==> src/rtl/jhmd_pkg.sv <==
// shared types and constants of the huffman mcu decoder
`default_nettype none
package jhmd_pkg;

    localparam int MAX_COMPONENTS    = 4;
    localparam int TABLES_PER_CLASS  = 4;
    localparam int MAX_CODE_LENGTH   = 16;
    localparam int SYMBOLS_PER_TABLE = 256;

    // input actions
    localparam logic [1:0] ACT_SCAN   = 2'd0;
    localparam logic [1:0] ACT_COUNT  = 2'd1;
    localparam logic [1:0] ACT_SYMBOL = 2'd2;

    // result kinds
    localparam logic [2:0] KIND_COEF    = 3'd0;
    localparam logic [2:0] KIND_EOB     = 3'd1;
    localparam logic [2:0] KIND_RESTART = 3'd2;
    localparam logic [2:0] KIND_STOP    = 3'd3;
    localparam logic [2:0] KIND_INVALID = 3'd4;

    // decode phases
    localparam logic [1:0] PH_DC_CODE = 2'd0;
    localparam logic [1:0] PH_DC_BITS = 2'd1;
    localparam logic [1:0] PH_AC_CODE = 2'd2;

    // configuration register indexes
    localparam logic [1:0] CFG_COMPONENT_COUNT = 2'd0;
    localparam logic [1:0] CFG_SAMPLING        = 2'd1;
    localparam logic [1:0] CFG_TABLE_SELECT    = 2'd2;

    // marker bytes
    localparam logic [7:0] BYTE_FF       = 8'hFF;
    localparam logic [7:0] RST_MASK      = 8'hF8;
    localparam logic [7:0] RST_CODE      = 8'hD0;
    localparam logic [6:0] LAST_POSITION = 7'd63;

    typedef struct packed {
        logic [2:0]  kind;
        logic [1:0]  comp;
        logic [3:0]  blk;
        logic [5:0]  pos;
        logic [15:0] coef;
        logic        done;
    } t_result;

    typedef struct packed {
        logic take;
        logic wr_count;
        logic wr_sym;
        logic set_ff;
        logic clr_ff;
        logic restart;
        logic stop;
        logic load_bits;
        logic stuffed;
        logic bit_step;
        logic cmp_step;
        logic sym_step;
        logic fin_step;
        logic eob_step;
        logic flush;
    } t_cmd;

    typedef struct packed {
        logic [1:0] action;
        logic       saw_ff;
        logic       byte_ff;
        logic       byte_rst;
        logic       byte_zero;
        logic       code_phase;
        logic       val_done;
        logic       match;
        logic       sym_zero;
        logic       fin_eob;
        logic       bits_done;
        logic       can_emit;
        logic       flush_ok;
        logic       pend_valid;
    } t_status;

endpackage
`default_nettype wire

==> src/rtl/jhmd_ctrl.sv <==
// sequencer of the huffman mcu decoder
`default_nettype none
module jhmd_ctrl (
    input  wire               i_clk,
    input  wire               i_rst_n,
    input  wire               i_take,
    input  jhmd_pkg::t_status i_st,
    output logic              o_ready,
    output jhmd_pkg::t_cmd    o_cmd
);

    typedef enum logic [3:0] {
        S_IDLE, S_DISPATCH, S_BIT, S_CMP, S_SYM, S_FIN, S_EOB, S_NEXT, S_FLUSH
    } t_state;

    t_state r_state;

    assign o_ready = (r_state == S_IDLE);

    always_comb begin
        o_cmd = '0;
        unique case (r_state)
            S_IDLE: o_cmd.take = i_take;
            S_DISPATCH: begin
                priority if (i_st.action == jhmd_pkg::ACT_COUNT) begin
                    o_cmd.wr_count = 1'b1;
                end else if (i_st.action == jhmd_pkg::ACT_SYMBOL) begin
                    o_cmd.wr_sym = 1'b1;
                end else if (i_st.action == jhmd_pkg::ACT_SCAN) begin
                    if (i_st.saw_ff) begin
                        priority if (i_st.byte_ff) begin
                        end else if (i_st.byte_rst) begin
                            o_cmd.restart = i_st.can_emit;
                            o_cmd.clr_ff  = i_st.can_emit;
                        end else if (!i_st.byte_zero) begin
                            o_cmd.stop   = i_st.can_emit;
                            o_cmd.clr_ff = i_st.can_emit;
                        end else begin
                            o_cmd.clr_ff    = 1'b1;
                            o_cmd.load_bits = 1'b1;
                            o_cmd.stuffed   = 1'b1;
                        end
                    end else if (i_st.byte_ff) begin
                        o_cmd.set_ff = 1'b1;
                    end else begin
                        o_cmd.load_bits = 1'b1;
                    end
                end else begin
                end
            end
            S_BIT:   o_cmd.bit_step = 1'b1;
            S_CMP:   o_cmd.cmp_step = i_st.can_emit;
            S_SYM:   o_cmd.sym_step = 1'b1;
            S_FIN:   o_cmd.fin_step = i_st.can_emit;
            S_EOB:   o_cmd.eob_step = i_st.can_emit;
            S_NEXT: begin
            end
            S_FLUSH: o_cmd.flush = i_st.flush_ok;
            default: begin
            end
        endcase
    end

    always_ff @(posedge i_clk) begin
        if (!i_rst_n) begin
            r_state <= S_IDLE;
        end else begin
            unique case (r_state)
                S_IDLE: if (i_take) r_state <= S_DISPATCH;
                S_DISPATCH: begin
                    if (o_cmd.load_bits) r_state <= S_BIT;
                    else if (o_cmd.restart || o_cmd.stop) r_state <= S_FLUSH;
                    else if (!(i_st.action == jhmd_pkg::ACT_SCAN && i_st.saw_ff
                               && !i_st.byte_ff && !i_st.byte_zero)) r_state <= S_IDLE;
                end
                S_BIT: begin
                    if (i_st.code_phase) r_state <= S_CMP;
                    else if (i_st.val_done) r_state <= S_FIN;
                    else r_state <= S_NEXT;
                end
                S_CMP: if (i_st.can_emit) r_state <= i_st.match ? S_SYM : S_NEXT;
                S_SYM: r_state <= i_st.sym_zero ? S_FIN : S_NEXT;
                S_FIN: if (i_st.can_emit) r_state <= i_st.fin_eob ? S_EOB : S_NEXT;
                S_EOB: if (i_st.can_emit) r_state <= S_NEXT;
                S_NEXT: r_state <= i_st.bits_done ? S_FLUSH : S_BIT;
                S_FLUSH: if (i_st.flush_ok) r_state <= S_IDLE;
                default: r_state <= S_IDLE;
            endcase
        end
    end

endmodule
`default_nettype wire

==> config.mk <==
export PLATFORM = sky130hd
export DESIGN_NAME = jhmd_ctrl
export DESIGN_NICKNAME = d
export VERILOG_FILES = /design/src/rtl/jhmd_pkg.sv /design/src/rtl/jhmd_ctrl.sv
export SDC_FILE = /design/constraint.sdc
export NUM_CORES = 1
export LEC_CHECK = 0
export ABC_AREA = 0
export BUFFER_PORTS_ARGS = -buffer_cell sky130_fd_sc_hd__buf_2
export CORE_MARGIN = 2
export CORE_UTILIZATION = 35
export CTS_CLUSTER_SIZE = 16
export DETAILED_ROUTE_END_ITERATION = 12
export GPL_ROUTABILITY_DRIVEN = 0
export PLACE_DENSITY = 0.69
export SYNTH_ARGS = -nofsm -noshare
export SYNTH_HDL_FRONTEND = slang
export SYNTH_SLANG_ARGS = --single-unit
export TNS_END_PERCENT = 10
==> constraint.sdc <==
create_clock -name i_clk -period 2.1 [get_ports i_clk]
set_clock_uncertainty 0.1 [all_clocks]
set_input_delay 0.105 -clock i_clk [delete_from_list [all_inputs] [get_ports i_clk]]
set_output_delay 0.105 -clock i_clk [all_outputs]
set_load 0.01 [all_outputs]
Word-level counts from Yosys, hierarchy flattened

Index checks and enable logic that the tools add are counted.

Register bits: 4
Bits in latches: 0
Bits in writable memories: 0
ROM bits: 0
Bits of input ports: 18
Output and inout port bits: 16
Word-level logic and storage cells: 67
Memories: 0

Add/sub/neg operators: 0
$mul: 0
Div/mod/pow operators: 0
Order comparisons: 0
Equal/unequal tests: 16
Shifts and indexed selects: 0
Muxes and demuxes: 41
Bitwise logic cells: 0
Reductions and logical operators: 9

Operators by type and width:

| operator             | number |
|---|---|
| $mux W4              | 9 |
| $pmux W4 S9          | 1 |
| $mux W1              | 19 |
| $eq A4 B3 Y1 const B | 4 |
| $mux W6              | 2 |
| $ne A2 B2 Y1 const B | 5 |
| $mux W3              | 3 |
| $eq A4 B2 Y1 const B | 2 |
| $mux W2              | 4 |
| $mux W8              | 1 |
| $mux W7              | 1 |
| $reduce_and A6 Y1    | 1 |
| $mux W5              | 1 |
| $eq A4 B1 Y1 const B | 1 |
| $eq A4 B4 Y1 const B | 1 |
| $logic_not A4 Y1     | 1 |
| $ne A4 B4 Y1 const B | 1 |
| $logic_and A1 B1 Y1  | 3 |
| $eq A2 B1 Y1 const B | 1 |
| $eq A2 B2 Y1 const B | 1 |
| $logic_not A1 Y1     | 2 |
| $logic_not A2 Y1     | 1 |
| $logic_or A1 B1 Y1   | 1 |

Logic depth before layout (Yosys ltp)

Gate-level depths: netlist of run 1.

Depth in word-level cells: 12
Gate-level depth with buffers: 6
Depth with buffers taken out: 5

Least setup slack after synthesis of run 1

No wires, ideal clock.

Path type: register to register
From: reg r_state[0]
To: reg r_state[1]
Arrival time: 1547 ps
Data required time: 1931 ps
Path slack: 384 ps
Cell stages (with the launch flop): 6
Path buffers: 0
Period minus slack after synthesis: 1716 ps
Cells stage by stage: dfxtp_1 -> or4b_4 -> nor4_4 -> a21boi_2 -> nor4_1 -> o21ai_1

RTL lines:

| what                   | line            | text |
|---|---|---|
| start, declared        | jhmd_ctrl.sv:16 | `t_state r_state;` |
| start signal, assigned | jhmd_ctrl.sv:81 | `S_CMP: if (i_st.can_emit) r_state <= i_st.match ? S_SYM : S_NEXT;` |
| start signal, assigned | jhmd_ctrl.sv:82 | `S_SYM: r_state <= i_st.sym_zero ? S_FIN : S_NEXT;` |
| start signal, assigned | jhmd_ctrl.sv:83 | `S_FIN: if (i_st.can_emit) r_state <= i_st.fin_eob ? S_EOB : S_NEXT;` |

==> metrics.cfg, run 1 <==
[placement]
portBuffers=32
dpl.hpwl_um=1128

[routing]
num_vias=684
wl_per_cell_um=11.09
totalWireLength_um=1408
vias_per_cell=5.386
first_pass_iters=4
ant_nets=0
drt_iter0_markers=7
drcViolationCount=0

[critical_path]
worstPathRequired_ns=1.89
r2r-start=r_state[3]$_SDFFE_PN0P_
regToRegEndpoint=r_state[1]$_SDFFE_PN0P_
critPathKind=reg -> out
crit_path_end=o_cmd[8]
arrival_ns=1.78
path_max_fanout=5
endpoint_kind=output port
crit_start=r_state[3]$_SDFFE_PN0P_
regToRegSetupSlack_ns=0.31
start_kind=register
reg2reg_depth=5

[clock_network]
clock-sinks=4
cts_tree=yes
clkTransAtPathRegs_ns=0.04
root_buffer=clkbuf_4
h-tree-depth=1
clock_latency_ns=0.23
cts_setup_buffers=0
cts_inserted_buffers=3
cts_max_path_buffers=2

[die]
core_area_um2=1334
die_w_um=42.38
initial_core_util_pct=38.65
io_pins=34
fp-row-count=13
die-area_um2=1796
die_h_um=42.38

[final_layout]
largest_reg_flops=4
final_nets=132
num-fill-cells=147
multiInputGateArea_um2=412.9
reg_top3=r_state (4)
seq_area_um2=80.08
largest_register=r_state
syn_to_final_growth_pct=43.45
drive_above_1_share_pct=41.07
antenna_cells=0

[grt]
gr-total-overflow=0
grt_pass1_vias=600
grt_max_degree=16
grt_pass1_wl_um=2332
antenna_found_initial=0
grt.total_usage_pct=16.30

[sta]
hold_viol=0
setup_viol=0
fin_setup_tns_ns=0
max_freq_mhz=503.0
rsz0062_at_grt=yes
tightest_slew_ns=0.4199
slew_headroom_pct=71.29
slew_violations=0
layout_min_cycle_time_ns=1.988
finalCritPeriodShare_pct=94.67

[status]
status=finished, final reports clean

[yosys]
syn-instance-count=77
ys_seq_elements=4
synth_xor_area_share_pct=0
yosysWarningCount=0
yosysUniqueCellTypes=32
synth_edf_count=0
synth_mux_area_share_pct=4.126
synth_top_family_by_area=simple AND/OR/NAND/NOR gates
netlist_area_um2=515.5
synth_compound_area_share_pct=21.60
synthArstFlopShare_pct=0
synth_ff_type=dfxtp_1
syn_avg_cell_area_um2=6.695
ys_seq_area_share_pct=15.53
synthSimpleGateAreaFrac_pct=52.43
syn_nets=95
synthAdderAreaFrac_pct=0

[job]
maxCapViolations=0

[worst_hold_path]
hold_start=i_rst_n
hp-class=in -> reg

[pwr]
finalPower_uw=270.2
ir_drop_uv=288.8
p_per_area_nw_per_um2=365.4
p_leak_nw=0.3454

## layer usage
metal  wire length [um]  track usage [%]  share of wire (%)
met5                  0                0                  0
met3                 53                0                3.8
met1                649            19.59                 46
met2                705            29.85                 50
met4                  0            7.500                  0
## worst max-delay path, cell delays in order (launching register included)
cell	delay, ns
dfxtp_1	0.30
or4b_4	0.57
nor4_4	0.27
nand3_2	0.15
nor3_2	0.11
buf_2	0.15
## worst min-delay path by stage
stage	to	slack (ns)	cells past startpoint
5_1_grt	r_state[3]$_SDFFE_PN0P_	0.07	2
4_1_cts	r_state[3]$_SDFFE_PN0P_	0.06	2
3_5_place_dp	r_state[3]$_SDFFE_PN0P_	0.31	2
6_report	r_state[3]$_SDFFE_PN0P_	0.07	2
3_3_place_gp	r_state[3]$_SDFFE_PN0P_	0.30	2
2_1_floorplan	r_state[3]$_SDFFE_PN0P_	0.12	1
## final cells by class
class | instances | share of cell area [%]
multi-input cells | 65 | 55.84
well taps | 15 | 2.538
flip-flops and latches | 4 | 10.83
clock buffers | 3 | 3.046
inverters | 4 | 2.030
repair buffers | 36 | 25.72
## cells in the mapped netlist (all sizes together) (2+ instances only)
cell type	instances	area share [%]
a21boi	3	5.1
a21oi	3	2.9
and2	2	2.4
buf	2	1.9
clkbuf	2	1.5
dfxtp	4	16
inv	4	2.9
nand2	8	5.8
nand2b	3	3.6
nand3	4	3.9
nor2	10	7.3
nor2b	3	4.1
nor3	5	4.9
nor3b	4	5.8
nor4	5	9.0
o21ai	4	3.9
## stage by stage
step	instance area, um2	hold WS [ns]	instances	setup WS (ns)	utilization (%)
5_1_grt	739.5	0.07445	127	0.001834	55.44
3_5_place_dp	706.9	0.3053	124	0.3190	53.00
3_3_place_gp	706.9	0.3036	124	0.3441	53.00
6_report	739.5	0.07228	127	0.1120	55.44
4_1_cts	729.5	0.06106	127	0.04752	54.69
2_1_floorplan	515.5	0.1225	77	0.3839	-
## power breakdown
part	switching, mW	total, mW	internal, mW
clock	0.0274	0.0911	0.0637
combinational	0.0536	0.0985	0.0449
sequential	0.00128	0.0806	0.0793
total	0.0823	0.270	0.188
## layout by cell type, fill, tap and decap left out, drive strengths merged, types with 2 or more instances in the layout
cell,count
clkbuf,3
nand2,8
inv,4
dfxtp,4
nor2b,3
a21boi,3
a21oi,3
nand3,4
o21ai,4
buf,36
and2,2
nor2,10
nand2b,3
nor4,5
nor3b,4
nor3,5
## what timing repair did
item / 4_1_cts / 5_1_grt
hold buffers: 0 / 0
endpoints found under the setup margin: 0 / 2
gates resized for setup: 0 / 2
## kinds of logic (layout without fill, tap and decap cells)
group / Yosys count / count (layout)
flip-flops: 4 / 4
multiplexers: 2 / 2
AND/OR/NAND/NOR: 47 / 47
AO/OA/AOI/OAI: 16 / 16
buffers and inverters: 8 / 43
Power figures use the tool's default switching activity.
==> run 2: changes to the inputs <==
- CORE_AREA: default -> 2 2 39 41
- CORE_MARGIN: 2 -> default
- CORE_UTILIZATION: 35 -> default
- DIE_AREA: default -> 0 0 41 43
- PLACE_DENSITY: 0.69 -> 0.75
==> run 2 against run 1 <==
Compared with the run above: the run now ends with setup timing left; sequential share of layout area about the same; combinational power grew 0.9%; non-clock buffer count increased by 1; critical path depth unchanged; register-to-register slack worse by 0.23 ns; core utilization down 1.3 points; via count grew 4.7%; design area is 1.4% higher; fmax is 10% lower; clock power up 2%.
==> metrics.cfg, run 2 (synthesized netlist as in run 1, its figures left out) <==
[sta]
worst_slack_ns=-0.1100  ; -0.2220 ns
hold_viol=0  ; unchanged
layout_min_cycle_time_ns=2.210  ; +0.2220 ns
max_freq_mhz=452.5  ; -10%
rsz0062_at_grt=yes
tightest_slew_ns=0.4073  ; -0.01253 ns
timing.hold.ws_ns=0.04371  ; -0.02856 ns
fin_setup_tns_ns=-0.1755  ; -0.1755 ns
setup_viol=3  ; +3
finalCritPeriodShare_pct=105.2  ; +11 points
slew_violations=0  ; unchanged
slew_headroom_pct=72.14  ; +0.86 points

[routing]
drt_iter0_markers=17  ; +10
ant_nets=0  ; unchanged
num_vias=716  ; +4.7%
totalWireLength_um=1534  ; +8.9%
first_pass_iters=4  ; unchanged
vias_per_cell=5.550  ; +3.1%
wl_per_cell_um=11.89  ; +7.3%
drcViolationCount=0  ; unchanged

[placement]
portBuffers=32  ; unchanged
place_area_um2=708.2  ; +0.18%
dpl.hpwl_um=1135  ; +0.64%

[die]
core_area_um2=1384  ; +3.8%
die-area_um2=1763  ; -1.8%
fp-row-count=14  ; +1
die_w_um=41  ; -3.2%
io_pins=34  ; unchanged
initial_core_util_pct=37.25  ; -1.4 points
die_h_um=43  ; +1.5%

[final_layout]
syn_to_final_growth_pct=45.39
final_common_cell=buf_2
largest_register=r_state
final_nets=133  ; +0.76%
most-common-layout-cells=buf_2 (32), nor2_1 (10), nand2_1 (8), buf_4 (5)
antenna_cells=0  ; unchanged
num-fill-cells=141  ; -4.1%
reg_top3=r_state (4)
final_cell_area_um2=749.5  ; +1.4%
drive_above_1_share_pct=42.48  ; +1.4 points
largest_reg_flops=4  ; unchanged

[grt]
grtUsageMet3_pct=4.712  ; +4.7 points
grt_max_degree=16  ; unchanged
grt_busiest_layer=met2
gr-total-overflow=0  ; unchanged
grt_use_met2_pct=29.06  ; -0.78 points
grt_pass1_vias=578  ; -3.7%
grt.total_usage_pct=17.77  ; +1.5 points
antenna_found_initial=0  ; unchanged
grt_pass1_wl_um=2187  ; -6.2%
use_met1_pct=21.22  ; +1.6 points

[clock_network]
cts_inserted_buffers=3  ; unchanged
clock_latency_ns=0.23  ; about the same
cts_max_path_buffers=2  ; unchanged
h-tree-depth=1  ; unchanged
root_buffer=clkbuf_4
cts_hold_buffers=0  ; unchanged
clkTransAtPathRegs_ns=0.04  ; about the same
cts_tree=yes
clock-sinks=4  ; unchanged

[pwr]
p_leak_nw=0.3525  ; +2.1%
p_per_area_nw_per_um2=364.6  ; -0.23%
ir_drop_uv=236.8  ; -18%
finalPower_uw=273.2  ; +1.1%

[critical_path]
critPathKind=reg -> out
crit_chain=or4b_4 -> nor4_4 -> nand3_2 -> nor3_2 -> buf_2
start_kind=register
path_max_fanout=4  ; -1
worstPathRequired_ns=1.89  ; about the same
endpoint_kind=output port
critical-path-top-delay-family=simple AND/OR/NAND/NOR gates
worst_path_max_delay_cell=or4b_4
max_stage_delay_ns=0.57  ; about the same
arrival_ns=2.00  ; +0.22 ns
crit_buf_inv=1  ; unchanged

[job]
maxCapViolations=0  ; unchanged

[status]
status=finished, violations left
violations=setup timing

[worst_hold_path]
hp-class=in -> reg

-- run 2: power by group --
part	leakage (nW)	total (mW)	internal (mW)	switching, mW
registers	0.0330	0.0811	0.0794	0.00175
clock network	0.0138	0.0927	0.0637	0.0290
logic	0.306	0.0994	0.0455	0.0538
-- run 2: metal layers --
| layer | routed length [um] | vias to the layer above |
|---|---|---|
| li1 | - | 359 |
| met2 | 813 | 25 |
| met5 | 0 | - |
| met4 | 20 | 0 |
| met3 | 107 | 2 |
| met1 | 593 | 330 |
-- run 2: repair_timing --
item	CTS	global route
setup endpoints to repair	0	2
resized for setup	0	3
setup buffers	0	1
hold endpoints to repair	0	0
-- run 2: layout make-up --
type / instances / area (um2) / share of cell area, %
clock buffers: 3 / 22.52 / 3.005
inverters: 4 / 15.01 / 2.003
multi-input cells: 65 / 412.9 / 55.09
flip-flops and latches: 4 / 81.33 / 10.85
well taps: 16 / 20.02 / 2.671
repair buffers: 37 / 197.7 / 26.38
-- run 2: path summary, 6_finish.rpt --
kind                           startpoint                       to  slack [ns]  cells past startpoint
hold reg to reg   r_state[2]$_SDFFE_PN0P_  r_state[2]$_SDFFE_PN0P_        0.54                      3
setup reg to reg  r_state[3]$_SDFFE_PN0P_  r_state[2]$_SDFFE_PN0P_        0.08                      6
hold / removal                    i_rst_n  r_state[3]$_SDFFE_PN0P_        0.04                      2
setup / recovery  r_state[3]$_SDFFE_PN0P_                 o_cmd[8]       -0.11                      5
-- run 2: through the flow --
stage | util (%) | worst slack (ns) | instances
after floorplan | - | 0.3839 | 77
after global placement | 51.18 | 0.3469 | 125
after detailed placement | 51.18 | 0.3233 | 125
after CTS | 52.80 | 0.06406 | 128
after global routing | 54.16 | -0.1975 | 129
final | 54.16 | -0.1100 | 129
==> run 3: changes to the inputs <==
- GPL_ROUTABILITY_DRIVEN: 0 -> 1
- REMOVE_ABC_BUFFERS: default -> 1
- SKIP_LAST_GASP: default -> 1
==> run 3 against run 2 <==
Compared with the run above: the run now ends clean; cell count unchanged; largest cell class unchanged; wire length decreased by 6.0%; critical path type unchanged; sequential power decreased by 0.5%; via count shrank 6.8%; die area is the same; worst hold slack better by 0.0068 ns.
==> metrics.cfg, run 3 (synthesized netlist as in run 1, its figures left out) <==
[status]
status=finished, final reports clean

[final_layout]
stdcell_count=129  ; unchanged
final_nets=133  ; unchanged
final_common_cell=buf_2
drive_above_1_share_pct=41.59  ; -0.88 points
final_cell_area_um2=748.2  ; -0.17%
reg_top3=r_state (4)
syn_to_final_growth_pct=45.15
antenna_cells=0  ; unchanged
most-common-layout-cells=buf_2 (32), nor2_1 (10), nand2_1 (8), buf_4 (5)
largest_reg_flops=4  ; unchanged
largest_register=r_state

[pwr]
finalPower_uw=273.2  ; about the same
p_leak_nw=0.3507  ; -0.51%
p_sw_share_pct=30.92  ; -0.034 points
p_per_area_nw_per_um2=365.2  ; +0.16%
seqPwrFrac_pct=29.5  ; -0.2 points
power_frac_clock_pct=34.0  ; about the same
netSwitchingPower_uw=84.49  ; -0.12%
power.internal_uw=188.7  ; about the same
power_frac_comb_pct=36.4  ; about the same
ir_drop_uv=313.2  ; +32%

[critical_path]
r2r-start=r_state[3]$_SDFFE_PN0P_
endpoint_kind=output port
critPathKind=reg -> out
arrival_ns=1.89  ; -0.11 ns
worstPathRequired_ns=1.89  ; about the same
crit_start=r_state[3]$_SDFFE_PN0P_
path_max_fanout=4  ; unchanged
start_kind=register

[sta]
rsz0062_at_grt=yes
finalCritPeriodShare_pct=99.72  ; -5.5 points
hold_viol=0  ; unchanged
tightest_slew_ns=0.3844  ; -0.02290 ns
layout_min_cycle_time_ns=2.094  ; -0.1159 ns
slew_headroom_pct=73.71  ; +1.6 points
slew_violations=0  ; unchanged
setup_viol=0  ; -3
max_freq_mhz=477.5  ; +5.5%
timing.hold.ws_ns=0.05048  ; +0.006772 ns

[routing]
drcViolationCount=0  ; unchanged
ant_nets=0  ; unchanged
first_pass_iters=4  ; unchanged
wl_per_cell_um=11.18  ; -6.0%
num_vias=667  ; -6.8%
vias_per_cell=5.171  ; -6.8%
totalWireLength_um=1442  ; -6.0%
drt_iter0_markers=3  ; -14

[die]
fp-row-count=14  ; unchanged
io_pins=34  ; unchanged
die_h_um=43  ; unchanged
die-area_um2=1763  ; unchanged
die_w_um=41  ; unchanged
initial_core_util_pct=37.25  ; unchanged
core_area_um2=1384  ; unchanged

[grt]
grt_pass1_vias=539  ; -6.7%
antenna_found_initial=0  ; unchanged
grt.total_usage_pct=16.97  ; -0.80 points
gr-total-overflow=0  ; unchanged
grt_pass1_wl_um=2111  ; -3.5%
grt_max_degree=16  ; unchanged

[clock_network]
clock_latency_ns=0.23  ; about the same
cts_tree=yes
clkTransAtPathRegs_ns=0.04  ; about the same
cts_hold_buffers=0  ; unchanged
root_buffer=clkbuf_4
cts_inserted_buffers=3  ; unchanged
h-tree-depth=1  ; unchanged
cts_max_path_buffers=2  ; unchanged
clock-sinks=4  ; unchanged

[placement]
portBuffers=32  ; unchanged
dpl.hpwl_um=1075  ; -5.3%
gp_congestion=0.8777
place_area_um2=708.2  ; unchanged
dp_cells=125  ; unchanged

[worst_hold_path]
hp-class=in -> reg
hold_start=i_rst_n

[job]
maxCapViolations=0  ; unchanged

[run 3: changes by cell type in the layout (fill, tap and decap cells not counted)]
cell	previous run	this run
dfxtp_1	3	4
dfxtp_2	1	0
[run 3: power by group through the flow]
| stage | combinational, mW | sequential (mW) | clock (mW) |
|---|---|---|---|
| 6_report | 0.0996 | 0.0807 | 0.0930 |
| 5_1_grt | 0.112 | 0.0809 | 0.102 |
| 4_1_cts | 0.0966 | 0.0807 | 0.0978 |
| 3_5_place_dp | 0.0962 | 0.0819 | 0 |
| 3_3_place_gp | 0.0947 | 0.0816 | 0 |
| 2_1_floorplan | 0.0480 | 0.0881 | 0 |
[run 3: critical path, cell delays in order, from the launching register on]
cell,delay (ns)
dfxtp_1,0.30
or4b_4,0.57
nor4_4,0.37
a21boi_2,0.25
buf_2,0.15
[run 3: cell type report]
type                    count  area (um2)
flip-flops and latches      4       80.08
clock buffers               3       22.52
inverters                   4       15.01
well taps                  16       20.02
fillers                   139       635.6
multi-input cells          65       412.9
repair buffers             37       197.7
[run 3: path summary, 6_finish.rpt]
path	end	slack (ns)	cells after the start
worst max-delay path	o_cmd[7]	0.006	4
worst min-delay path	r_state[3]$_SDFFE_PN0P_	0.05	2
worst max register to register	r_state[0]$_SDFFE_PN0P_	0.10	6
worst min register to register	r_state[2]$_SDFFE_PN0P_	0.54	3
[run 3: layer usage]
metal / share of wire [%] / vias to the layer above / global-route usage [%]
met5: 0 / - / 0
met4: 0 / 0 / 2.000
met3: 5.4 / 0 / 4.712
met2: 48 / 18 / 28.75
met1: 47 / 298 / 20.90
li1: - / 351 / -
[run 3: per-stage QoR]
step	util (%)	setup WS, ns	TNS (ns)
after floorplan	-	0.2163	0
after global placement	51.18	0.3416	0
after detailed placement	51.18	0.3153	0
after CTS	52.80	0.06452	0
after global routing	54.07	-0.09065	-0.3548
final	54.07	0.005934	0
[run 3: repair_timing]
action                     in CTS  in global routing
resized for setup               0                  2
setup endpoints to repair       0                  1
setup buffers                   0                  1
